===== src/hdl/pss_pkg.sv =====
// Shared constants and types for the playlist sample selector.
`timescale 1ns / 1ps
`default_nettype none

package pss_pkg;

    // Set size and field widths
    localparam int MAX_SAMPLES = 16;
    localparam int IDX_W       = $clog2(MAX_SAMPLES);
    localparam int CNT_W       = IDX_W + 1;
    localparam int RND_W       = 15;
    localparam int BITCNT_W    = $clog2(RND_W);
    localparam int CFG_IDX_W   = 2;
    localparam int CFG_DATA_W  = CNT_W;

    // Configuration register indexes
    localparam logic [CFG_IDX_W-1:0] REG_SAMPLE_COUNT = 2'd0;
    localparam logic [CFG_IDX_W-1:0] REG_PLAY_ORDER   = 2'd1;

    // Play order codes
    typedef enum logic [1:0] {
        ORDER_SEQ       = 2'd0,
        ORDER_RANDOM    = 2'd1,
        ORDER_NO_REPEAT = 2'd2,
        ORDER_HOLD      = 2'd3
    } play_order_t;

    typedef logic [IDX_W-1:0] pool_entry_t;

endpackage

`default_nettype wire


===== src/hdl/playlist_sample_selector_core.sv =====
// Playlist sample selector: picks the next sample index per request.
//
//  Channel   Signals                                   Direction  Handshake
//  command   start, random_value                       in         start & !busy
//  result    done, sample_index                        out        done strobe, one cycle
//  config    cfg_valid, cfg_ready, cfg_index, cfg_data  in         cfg_valid & cfg_ready
//
// In order mode, a count of one or less, or the hold code, the accepting edge
// moves the sequencer to its finishing state, which registers the result strobe.
// Random and no-repeat modes first run the random value through a restoring
// remainder unit, one bit per cycle over its 15 bits, then finish the same way.
// Reset clears control state, sets the count to one and fills the pool with
// identity order. The receiver cannot stall; busy stays high until the strobe.
// Register writes wait while busy or while start is high, so a write never
// lands on the same edge as an accepted transaction.
`timescale 1ns / 1ps
`default_nettype none

module playlist_sample_selector_core (
    input  wire logic                        clk,
    input  wire logic                        rst_n,
    input  wire logic                        start,
    output logic                             busy,
    input  wire logic [pss_pkg::RND_W-1:0]   random_value,
    output logic                             done,
    output logic [pss_pkg::IDX_W-1:0]        sample_index,
    input  wire logic                        cfg_valid,
    output logic                             cfg_ready,
    input  wire logic [pss_pkg::CFG_IDX_W-1:0]  cfg_index,
    input  wire logic [pss_pkg::CFG_DATA_W-1:0] cfg_data
);
    import pss_pkg::*;

    typedef enum logic [1:0] {
        ST_IDLE,
        ST_DIV,
        ST_FINISH
    } state_t;

    state_t                 state_reg, state_next;
    logic [CNT_W-1:0]       count_reg, count_next;
    play_order_t            order_reg, order_next;
    pool_entry_t            pool_reg [MAX_SAMPLES];
    pool_entry_t            pool_next [MAX_SAMPLES];
    logic [CNT_W-1:0]       depth_reg, depth_next;
    logic [IDX_W-1:0]       cur_reg, cur_next;
    logic [RND_W-1:0]       rnd_reg, rnd_next;
    logic [CNT_W-1:0]       divisor_reg, divisor_next;
    logic [IDX_W-1:0]       rem_reg, rem_next;
    logic [BITCNT_W-1:0]    bitcnt_reg, bitcnt_next;
    logic                   done_reg, done_next;

    logic [CNT_W-1:0]       eff_count;
    logic [CNT_W-1:0]       eff_depth;
    logic [CNT_W-1:0]       new_eff_count;
    logic [CNT_W-1:0]       rem_shift;
    logic [CNT_W-1:0]       seq_next;
    logic [IDX_W-1:0]       last_pos;
    pool_entry_t            chosen;
    logic                   cmd_accept;
    logic                   cfg_accept;

    // Saturate count and clamp pool depth
    always_comb
    begin
        eff_count = (count_reg > CNT_W'(MAX_SAMPLES)) ? CNT_W'(MAX_SAMPLES) : count_reg;
        eff_depth = (depth_reg == '0) ? CNT_W'(1) : depth_reg;
        if (eff_depth > eff_count)
        begin
            eff_depth = eff_count;
        end
        new_eff_count = (cfg_data > CNT_W'(MAX_SAMPLES)) ? CNT_W'(MAX_SAMPLES) : cfg_data;
    end

    assign cmd_accept = start && !busy;
    assign cfg_accept = cfg_valid && cfg_ready;
    assign rem_shift  = {rem_reg, rnd_reg[RND_W-1]};
    assign seq_next   = CNT_W'(cur_reg) + CNT_W'(1);
    assign last_pos   = IDX_W'(eff_count - CNT_W'(1));
    assign chosen     = pool_reg[rem_reg];

    // Sequencer, remainder unit and selection update
    always_comb
    begin
        state_next   = state_reg;
        count_next   = count_reg;
        order_next   = order_reg;
        pool_next    = pool_reg;
        depth_next   = depth_reg;
        cur_next     = cur_reg;
        rnd_next     = rnd_reg;
        divisor_next = divisor_reg;
        rem_next     = rem_reg;
        bitcnt_next  = bitcnt_reg;
        done_next    = 1'b0;

        // Register writes; a count write refills the pool
        if (cfg_accept)
        begin
            case (cfg_index)
                REG_SAMPLE_COUNT:
                begin
                    count_next = cfg_data;
                    for (int i = 0; i < MAX_SAMPLES; i++)
                    begin
                        pool_next[i] = IDX_W'(i);
                    end
                    depth_next = new_eff_count;
                end
                REG_PLAY_ORDER:
                begin
                    order_next = play_order_t'(cfg_data[1:0]);
                end
                default:
                begin
                    count_next = count_reg;
                end
            endcase
        end

        case (state_reg)
            ST_IDLE:
            begin
                if (cmd_accept)
                begin
                    rnd_next    = random_value;
                    rem_next    = '0;
                    bitcnt_next = '0;
                    divisor_next = (order_reg == ORDER_NO_REPEAT) ? eff_depth : eff_count;
                    if (eff_count > CNT_W'(1)
                        && (order_reg == ORDER_RANDOM || order_reg == ORDER_NO_REPEAT))
                    begin
                        state_next = ST_DIV;
                    end
                    else
                    begin
                        state_next = ST_FINISH;
                    end
                end
            end
            ST_DIV:
            begin
                // One restoring step: shift in a bit, subtract if it fits
                rnd_next = {rnd_reg[RND_W-2:0], 1'b0};
                if (rem_shift >= divisor_reg)
                begin
                    rem_next = IDX_W'(rem_shift - divisor_reg);
                end
                else
                begin
                    rem_next = IDX_W'(rem_shift);
                end
                bitcnt_next = bitcnt_reg + BITCNT_W'(1);
                if (bitcnt_reg == BITCNT_W'(RND_W - 1))
                begin
                    state_next = ST_FINISH;
                end
            end
            ST_FINISH:
            begin
                done_next  = 1'b1;
                state_next = ST_IDLE;
                if (eff_count <= CNT_W'(1))
                begin
                    cur_next = '0;
                end
                else
                begin
                    case (order_reg)
                        ORDER_SEQ:
                        begin
                            cur_next = (seq_next >= eff_count) ? '0 : IDX_W'(seq_next);
                        end
                        ORDER_RANDOM:
                        begin
                            cur_next = rem_reg;
                        end
                        ORDER_NO_REPEAT:
                        begin
                            // Drop the pick, close the gap, append it at the end
                            for (int i = 0; i < MAX_SAMPLES - 1; i++)
                            begin
                                if (IDX_W'(i) >= rem_reg && CNT_W'(i + 1) < eff_count)
                                begin
                                    pool_next[i] = pool_reg[i + 1];
                                end
                            end
                            pool_next[last_pos] = chosen;
                            cur_next = chosen;
                            if (eff_depth > eff_count - CNT_W'(1))
                            begin
                                depth_next = eff_depth - CNT_W'(1);
                            end
                            else
                            begin
                                depth_next = eff_depth;
                            end
                        end
                        default:
                        begin
                            cur_next = cur_reg;
                        end
                    endcase
                end
            end
            default:
            begin
                state_next = ST_IDLE;
            end
        endcase
    end

    // Hold state, configuration, pool and registered outputs
    always_ff @(posedge clk or negedge rst_n)
    begin
        if (!rst_n)
        begin
            state_reg  <= ST_IDLE;
            count_reg  <= CNT_W'(1);
            order_reg  <= ORDER_SEQ;
            depth_reg  <= CNT_W'(1);
            cur_reg    <= '0;
            done_reg   <= 1'b0;
            bitcnt_reg <= '0;
            for (int i = 0; i < MAX_SAMPLES; i++)
            begin
                pool_reg[i] <= IDX_W'(i);
            end
        end
        else
        begin
            state_reg  <= state_next;
            count_reg  <= count_next;
            order_reg  <= order_next;
            depth_reg  <= depth_next;
            cur_reg    <= cur_next;
            done_reg   <= done_next;
            bitcnt_reg <= bitcnt_next;
            pool_reg   <= pool_next;
        end
    end

    // Datapath registers of the remainder unit
    always_ff @(posedge clk)
    begin
        rnd_reg     <= rnd_next;
        rem_reg     <= rem_next;
        divisor_reg <= divisor_next;
    end

    assign busy         = (state_reg != ST_IDLE);
    assign cfg_ready    = !busy && !start;
    assign done         = done_reg;
    assign sample_index = cur_reg;

    // Checks
    a_accept_busy: assert property (@(posedge clk) disable iff (!rst_n)
        cmd_accept |=> busy)
        else $error("accepted transaction did not raise busy");

    a_done_single: assert property (@(posedge clk) disable iff (!rst_n)
        done |=> !done)
        else $error("result strobe longer than one cycle");

    a_done_from_finish: assert property (@(posedge clk) disable iff (!rst_n)
        done |-> $past(state_reg == ST_FINISH))
        else $error("result strobe without a finishing step");

    a_random_range: assert property (@(posedge clk) disable iff (!rst_n)
        (state_reg == ST_FINISH && order_reg == ORDER_RANDOM && eff_count > CNT_W'(1))
        |-> (CNT_W'(rem_reg) < eff_count))
        else $error("remainder not below the sample count");

    a_depth_range: assert property (@(posedge clk) disable iff (!rst_n)
        depth_reg <= CNT_W'(MAX_SAMPLES))
        else $error("pool depth above set size");

endmodule

`default_nettype wire

===== config.mk =====
export PLATFORM = sky130hd
export DESIGN_NAME = playlist_sample_selector_core
export DESIGN_NICKNAME = d
export VERILOG_FILES = /design/src/hdl/pss_pkg.sv /design/src/hdl/playlist_sample_selector_core.sv
export SDC_FILE = /design/constraint.sdc
export NUM_CORES = 1
export LEC_CHECK = 0
export BUFFER_PORTS_ARGS = -buffer_cell sky130_fd_sc_hd__buf_2
export CORE_MARGIN = 2
export CORE_UTILIZATION = 37
export DETAILED_ROUTE_END_ITERATION = 7
export GPL_ROUTABILITY_DRIVEN = 0
export SETUP_SLACK_MARGIN = 0.15
export SYNTH_ARGS = -nofsm -noshare
export SYNTH_HDL_FRONTEND = slang
export SYNTH_SLANG_ARGS = --single-unit

===== constraint.sdc =====
create_clock -name clk -period 6.9 [get_ports clk]
set_input_delay 0.345 -clock clk [delete_from_list [all_inputs] [get_ports clk]]
set_output_delay 0.345 -clock clk [all_outputs]
set_load 0.01 [all_outputs]

Word level (Yosys, flattened, before mapping)
Index checks and enable logic that the tools add are counted.

$add $sub $neg: 5. Order comparisons: 41. Eq/ne operators: 8. Mux-type cells: 96. Bitwise operators: 2. Reductions and logical operators: 36.

Operator list (number): 2-to-1 mux 64 bit (5); 2-to-1 mux 4 bit (67); bitwise mux 64 bit (1); 2-to-1 mux 5 bit (11); < comparator 4 x 5 -> 1 bit, first input constant (8); case mux 15 bit (2 select lines) (1); greater-or-equal comparator 4 bit, first input constant (7); logical AND 1 bit (20); < comparator 3 x 5 -> 1 bit, first input constant (4); binary-select mux 4 bit (select 4 bit) (1); demux 4 bit (select 4 bit) (1); greater-or-equal comparator 3 x 4 -> 1 bit, first input constant (4); case mux 4 bit (2 select lines) (2); 2-to-1 mux 15 bit (1); case mux 4 bit (3 select lines) (1); AND reduction 2 bit (6); greater-or-equal comparator 5 bit (2); greater-or-equal comparator 5 bit, second input constant (2); greater-than comparator 5 bit (2); greater-than comparator 5 bit, second input constant (2); < comparator 2 x 5 -> 1 bit, first input constant (2); inverter 4 -> 5 bit (2); subtractor 5 x 1 -> 5 bit, second input constant (2); greater-or-equal comparator 1 x 4 -> 1 bit, first input constant (2); 21 further kinds (32).

Bits in registers: 111. Bits of input ports: 26. Output and inout bits: 7. Word-level logic and storage cells: 214.

Depth between registers and ports, before layout
Gate-level depths: netlist (run 1).

Word-level depth: 13. Depth in mapped cells: 17.

Worst setup path before layout (run 1)
OpenSTA, ideal clock, no wires.

Kind: register to register. Start point: reg count_reg[0]. End point: reg depth_reg[4]. Library setup time: 0.120 ns. Arrival: 3.787 ns. Data required time: 6.780 ns. Path slack: 2.993 ns. Stages on the path, launching flop included: 16. Path buffers: 2. Cell sequence: dfstp_2 -> clkbuf_1 -> nor2b_1 -> ha_1 -> and3_1 -> a31oi_1 -> o31a_1 -> buf_2 -> mux2i_1 -> inv_1 -> ha_1 -> a21oi_1 -> a21boi_0 -> o311ai_0 -> o21ai_0 -> a31o_2.

Word-level cells in the longest chain between the ends: 9. Elaborated cells between the ends (all ways): 12. Those cells by class: add/sub (2); order compare (4); mux (6).

RTL lines: start: declaration (line playlist_sample_selector_core.sv:41) `logic [CNT_W-1:0] count_reg, count_next;`; start signal: assignment (line playlist_sample_selector_core.sv:233) `count_reg <= count_next;`; greater-than comparator 5 bit (line playlist_sample_selector_core.sv:66) `eff_count = (count_reg > CNT_W'(MAX_SAMPLES)) ? CNT_W'(MAX_SAMPLES) : count_reg;`; 2-to-1 mux 5 bit * (line playlist_sample_selector_core.sv:66); greater-than comparator 5 bit (line playlist_sample_selector_core.sv:68) `if (eff_depth > eff_count)`; 2-to-1 mux 5 bit (line playlist_sample_selector_core.sv:68); subtractor 5 x 1 -> 5 bit or greater-than comparator 5 bit (tied branches) (line playlist_sample_selector_core.sv:192, playlist_sample_selector_core.sv:190); 2-to-1 mux 5 bit (line playlist_sample_selector_core.sv:190) `if (eff_depth > eff_count - CNT_W'(1))`; 2-to-1 mux 5 bit (line playlist_sample_selector_core.sv:169) `case (order_reg)`; 2-to-1 mux 5 bit * (line playlist_sample_selector_core.sv:163) `if (eff_count <= CNT_W'(1))`; 2-to-1 mux 5 bit * (line playlist_sample_selector_core.sv:121) `case (state_reg)`; net depth_next[4] (line playlist_sample_selector_core.sv:45) `logic [CNT_W-1:0] depth_reg, depth_next;`; end signal: assignment (line playlist_sample_selector_core.sv:235) `depth_reg <= depth_next;`; end: declaration (line playlist_sample_selector_core.sv:45).

Mark *: on every way through the listed nets, which the timed path passes. The rest lies on a longest branch. A chain may end at the register's enable or synchronous reset.

Final worst setup path (run 1)
Start point: reg count_reg[4]. End point: reg depth_reg[4].

Same word-level chain as after synthesis.

==> impl_metrics.toml, run 1 <==
[die]
die_x_um = 145.7
die_y_um = 145.7
start_util_pct = 37.92
rows = 51
die_area_um2 = 21230
ioPinCount = 33
core_um2 = 19590

[synth]
syn_area_per_cell_um2 = 9.367
syn_nets = 851
synth_cell_types = 76
async_reset_ff_share_pct = 78.38
ys_seq_elements = 111
synth_cells = 793
syn_area_um2 = 7428
yosysTopAreaCell = "dfrtp_1"
synth_ff_type = "dfrtp_1"
synth-warning-count = 0
synth.area.top_cells = "dfrtp_1 18%, dfstp_2 12%, edfxtp_1 9.7%"
synth_edf_count = 24
yosysSeqAreaShare_pct = 39.58
synth_top_area_share_pct = 17.85

[timing]
final-setup-viol-count = 0
period_share_pct = 68.40
worst_pin_slew_ns = 1.119
slew_headroom_pct = 25.39
finalHoldViolations = 0
fin_crit_ns = 4.719
slew_violations = 0
whs_ns = 0.1953
fmax_mhz = 211.9
clock_skew_ns = 0.01213
tns_ns = 0
rsz0062_at_grt = "false"

[route]
routed_via_density = 5.808
vias = 6185
drt_first_pass_iters = 7
ant_nets = 0
wl_per_cell_um = 19.09
totalWireLength_um = 20330
drc_errors = 0
drtIter0Drc = 531

[power_and_ir_drop]
peakVddDrop_mv = 0.2337
p_leak_nw = 3.385
power_density_nw_per_um2 = 520.1

[clock_network]
cts_tree = "built"
cts_root_buffer = "clkbuf_16"
numCtsBuffers = 9
clk_pin_slew_ns = 0.08
htree_levels = 3
clock_latency_ns = 0.37
cts_num_sinks = 111
cts_buffer_depth = 2

[global_routing]
grt_use_met3_pct = 3.103
use_met1_pct = 28.27
grt_start_max_net_pins = 55
gr-usage-met2_pct = 29.72
grt_pass1_wl_um = 32890
antenna_found_initial = 0
gr-total-overflow = 0
grt_busiest_layer = "met2"
grt_use_total_pct = 19.40
grt_pass1_vias = 5901

[setup_path]
crit_family = "compound AO/OA/AOI/OAI gates"
reg2reg_depth = 14
critPathArrivalTime_ns = 4.98
crit_path_end_kind = "register"
path_buf_inv = 2
slowest_delay_ns = 0.70
worst-path-stages = 14
crit_required_ns = 7.16
startpoint_type = "register"
critPathMaxFanout = 30
path_cells = "nor2b_1, inv_1, ha_1, and3_1, a31oi_1, o31a_1, mux2i_1, inv_1, ha_1, a21oi_1, a21boi_0, o311ai_0, o21ai_0, a31o_2"
crit_path_top_delay_cell = "dfrtp_1"
crit_type = "reg2reg"

[final_layout]
antenna_cells = 0
area_growth_syn_to_layout_pct = 8.422
regArea_um2 = 2940
multi_input_area_um2 = 4079
fillers = 1958
largest_register_ffs = 64
nets = 853
drive_gt1_share_pct = 14.50

[outcome]
status = "completed"

[flow_run]
cap_violations = 0

[placement]
post-dp-hpwl_um = 14160
numPortBuffers = 32

[worst_hold_path]
hold_depth = 3
hp-class = "in2reg"
layer usage:
layer  up-vias  part of all wire, %
met5         -                    0
met4         0                  1.3
met3        20                  4.6
met2       159                   45
met1      3051                   49
li1       2955                    -
Yosys cell counts, types with 6 or more instances:
library cell / n
a21oi_1: 35
nor2b_1: 16
a221o_1: 22
nor2_1: 64
a221oi_1: 9
xnor2_1: 7
nand3_1: 16
ha_1: 31
mux2i_1: 9
a21o_1: 6
edfxtp_1: 24
a31oi_1: 9
nor3_1: 18
dfrtp_1: 53
o22ai_1: 7
dfstp_2: 34
and3_1: 15
clkbuf_1: 29
inv_1: 46
nand2_1: 107
o21ai_0: 48
a22o_1: 6
nand4_1: 6
nor3b_1: 6
buf_2: 11
mux4_1: 13
a211oi_1: 7
and2_1: 14
cell type report:
| cell class | count | area share (%) |
|---|---|---|
| inverter | 46 | 2.144 |
| clock buffer | 9 | 2.796 |
| timing repair buffer | 40 | 2.796 |
| multi-input combinational | 587 | 50.64 |
| tap | 265 | 4.117 |
| clock inverter | 7 | 0.9943 |
| sequential | 111 | 36.51 |
path summary, 6_finish.rpt:
check,slack (ns),endpoint,startpoint
worst min register to register,0.49,pool_reg[27],pool_reg[23]
min in group asynchronous,0.47,pool_reg[41],rst_n
max in group asynchronous,5.35,pool_reg[4],rst_n
worst min-delay path,0.20,count_reg[3],cfg_data[3]
worst max-delay path,2.18,depth_reg[4],count_reg[4]
worst max register to register,2.18,depth_reg[4],count_reg[4]
power by group:
part | internal, W | switching [W] | leakage, nW
Combinational | 0.000888 | 0.00139 | 1.95
Sequential | 0.00106 | 0.000317 | 1.29
Clock | 0.000260 | 0.000279 | 0.146
Total | 0.00220 | 0.00198 | 3.39
placed cells by master, fill, tap and decap left out, types with 5 or more instances in the layout:
| cell type | Yosys | final |
|---|---|---|
| a31o_2 | 5 | 5 |
| a22o_1 | 6 | 6 |
| inv_1 | 46 | 46 |
| o22ai_1 | 7 | 7 |
| xnor2_1 | 7 | 7 |
| o211ai_1 | 5 | 5 |
| edfxtp_1 | 24 | 24 |
| dfrtp_1 | 53 | 53 |
| nand3b_1 | 5 | 5 |
| nor2_1 | 64 | 64 |
| a22oi_1 | 5 | 5 |
| a221o_1 | 22 | 22 |
| a21o_1 | 6 | 6 |
| nand3_1 | 16 | 16 |
| o21ai_0 | 48 | 48 |
| a21oi_1 | 35 | 35 |
| ha_1 | 31 | 31 |
| nand2_1 | 107 | 107 |
| a211oi_1 | 7 | 7 |
| nor2b_1 | 16 | 16 |
| nor3_1 | 18 | 18 |
| buf_4 | 4 | 8 |
| o21a_1 | 5 | 5 |
| o21bai_1 | 5 | 5 |
| mux2_2 | 5 | 5 |
| a221oi_1 | 9 | 9 |
| clkbuf_16 | 0 | 9 |
| mux2i_1 | 9 | 9 |
| and2_1 | 14 | 14 |
| dfstp_2 | 34 | 34 |
| mux4_1 | 13 | 13 |
| nand4_1 | 6 | 6 |
| buf_2 | 11 | 31 |
| nor3b_1 | 6 | 6 |
| and3_1 | 15 | 15 |
| a31oi_1 | 9 | 9 |
worst min-delay path: stages:
cell and delay (ns):
buf_2 0.09, nand2_1 0.05, nand2_1 0.05
what timing repair did:
item | in CTS | in global routing
hold buffers | 1 | 0
setup buffers | 0 | 0
gates resized for setup | 0 | 0
endpoints found under the hold margin | 29 | 0
cell families (layout without fill, tap and decap cells):
kind of cell | Yosys count | count (layout) | share of synthesized area, %
and+or+nand+nor | 288 | 288 | 18.31
AOI/OAI and AO/OA | 227 | 227 | 22.27
DFF | 111 | 111 | 39.58
buffers and inverters | 95 | 102 | 5.609
adders and majority gates | 32 | 32 | 5.491
muxes | 31 | 31 | 7.681
xor gates and xnor gates | 9 | 9 | 1.061
per-stage QoR:
step | utilization, % | std cells | cell area, um^2 | total power [W] | worst slack (ns)
final | 41.11 | 1065 | 8054 | 0.004189 | 2.181
after global routing | 41.11 | 1065 | 8054 | 0.004519 | 1.779
after CTS | 41.11 | 1065 | 8054 | 0.004180 | 2.248
after detailed placement | 39.50 | 1048 | 7739 | 0.003630 | 2.252
after global placement | 39.50 | 1048 | 7739 | 0.003604 | 2.373
after floorplan | - | 793 | 7428 | 0.003029 | 2.993
(Power assumes the default switching activity.)
==> run 2, diff against run 1 <==
- clock period: 6.9 -> 4.5 ns (I/O delays scaled with it)
==> run 2 against run 1 <==
Combinational power grew 57%. Clock power grew 55%. Non-clock buffer count grew 13. Sequential power grew 54%. Design area grew 1.3%. Count of clock-buffer cells in the layout is the same. Sequential share of layout area shrank 0.46 points. Die area is the same. Critical endpoint is now depth_reg[1]. Largest cell class unchanged. Highest routed layer unchanged.
==> impl_metrics.toml, run 2 (synthesized netlist as in run 1, its figures left out) <==
[outcome]
status = "completed"

[die]
die_area_um2 = 21230
start_util_pct = 37.92
rows = 51
die_y_um = 145.7
die_x_um = 145.7
core_um2 = 19590
ioPinCount = 33

[final_layout]
final_cells = 1078
final_common_cell = "nand2_1"
largest_register_ffs = 64
area_growth_syn_to_layout_pct = 9.820
nets = 866
fin_area_um2 = 8158
mostFrequentLayoutCells = "107 x nand2_1, 64 x nor2_1, 53 x dfrtp_1, 48 x o21ai_0, 46 x inv_1"
drive_gt1_share_pct = 15.87
post-route-util_pct = 41.64
antenna_cells = 0

[global_routing]
gr-total-overflow = 0
grt_pass1_vias = 6048
grt_start_max_net_pins = 46
grt_use_total_pct = 19.39
grt_pass1_wl_um = 32940
antenna_found_initial = 0

[setup_path]
critPathMaxFanout = 10
crit_family = "compound AO/OA/AOI/OAI gates"
crit_path_top_delay_cell = "o31ai_1"
reg2reg_setup_slack_ns = 0.57
path_cells = "nor2b_1, inv_1, ha_1, o21ai_0, a21oi_1, o31a_1, mux2i_1, buf_4, inv_1, ha_1, a21oi_1, a21boi_0, o31ai_1, mux2_2, a21oi_1"
crit_type = "reg2reg"
crit_required_ns = 4.79
startpoint_type = "register"
path_buf_inv = 3
worst_path_most_repeated_cell = "a21oi_1"
critPathArrivalTime_ns = 4.23
crit_path_end_kind = "register"
slowest_delay_ns = 0.49

[power_and_ir_drop]
internal-power_w = 0.003472
peakVddDrop_mv = 0.4123
p_sw_share_pct = 46.87
power_density_nw_per_um2 = 801.1
p_leak_nw = 3.456
seqPwrFrac_pct = 32.3
combinationalPowerShare_pct = 55.0
clkPwrFrac_pct = 12.8
switchingPower_w = 0.003063

[clock_network]
cts_tree = "built"
htree_levels = 3
cts_num_sinks = 111
cts_buffer_depth = 2
clock_latency_ns = 0.36
clk_pin_slew_ns = 0.08
cts_root_buffer = "clkbuf_16"
postCtsSetupRepairBufs = 0
numCtsBuffers = 9

[route]
ant_nets = 0
vias = 6248
totalWireLength_um = 20100
drtIter0Drc = 586
drc_errors = 0
wl_per_cell_um = 18.65
routed_via_density = 5.796
drt_first_pass_iters = 5

[timing]
period_share_pct = 87.44
fmax_mhz = 254.1
slew_violations = 0
rsz0062_at_grt = "false"
slew_headroom_pct = 27.61
setup_ws_ns = 0.5651
clock_skew_ns = 0.01545
final-setup-viol-count = 0
finalHoldViolations = 0
fin_crit_ns = 3.935
tns_ns = 0
worst_pin_slew_ns = 1.086

[placement]
numPortBuffers = 32
dp_worst_setup_slack_ns = 0.4418
post-dp-hpwl_um = 14490
place_area_um2 = 7836
dp.cells = 1061

[worst_hold_path]
hp-class = "in2reg"

[flow_run]
cap_violations = 0
run 2: final timing paths:
path / start / endpoint / cells after the start
max reg2reg: count_reg[4] / depth_reg[1] / 15
min in group asynchronous: rst_n / pool_reg[29] / 2
min: cfg_data[3] / count_reg[3] / 3
min reg2reg: pool_reg[23] / pool_reg[27] / 2
max: count_reg[4] / depth_reg[1] / 15
max in group asynchronous: rst_n / count_reg[0] / 3
run 2: final cells by class:
type | instances | area [um^2]
repair buffers | 53 | 322.8
inverters | 46 | 172.7
fillers | 1970 | 11430
well taps | 265 | 331.6
multi-input cells | 587 | 4079
clock inverters | 7 | 86.33
clock buffers | 9 | 225.2
flip-flops and latches | 111 | 2940
run 2: repair_timing:
item,in CTS,in global routing
gates resized for setup,0,1
hold endpoints to repair,18,0
hold buffers,1,0
endpoints found under the setup margin,0,1
run 2: metal layers:
layer | GRT usage (%) | vias up | routed length [um]
met5 | 0 | - | 0
met4 | 5.980 | 0 | 418
met3 | 3.072 | 27 | 867
met2 | 29.58 | 166 | 8995
met1 | 28.31 | 3066 | 9820
li1 | - | 2989 | -
run 2: power by group through the flow:
| stage | sequential, W | combinational [W] | clock (W) |
|---|---|---|---|
| 2_1_floorplan | 0.00185 | 0.00280 | 0 |
| 3_3_place_gp | 0.00211 | 0.00355 | 0 |
| 3_5_place_dp | 0.00212 | 0.00357 | 0 |
| 4_1_cts | 0.00210 | 0.00359 | 0.000860 |
| 5_1_grt | 0.00218 | 0.00401 | 0.000895 |
| 6_report | 0.00211 | 0.00359 | 0.000836 |
run 2: per-stage QoR:
stage	hold slack (ns)	power, W
floorplan	-0.07059	0.004644
global placement	0.2754	0.005660
detailed placement	0.2789	0.005695
CTS	0.07515	0.006551
global route	0.1039	0.007081
finish	0.08497	0.006535
run 2: worst min-delay path, stage by stage:
cell     delay, ns
buf_2         0.09
nand2_1       0.04
nand2_1       0.04
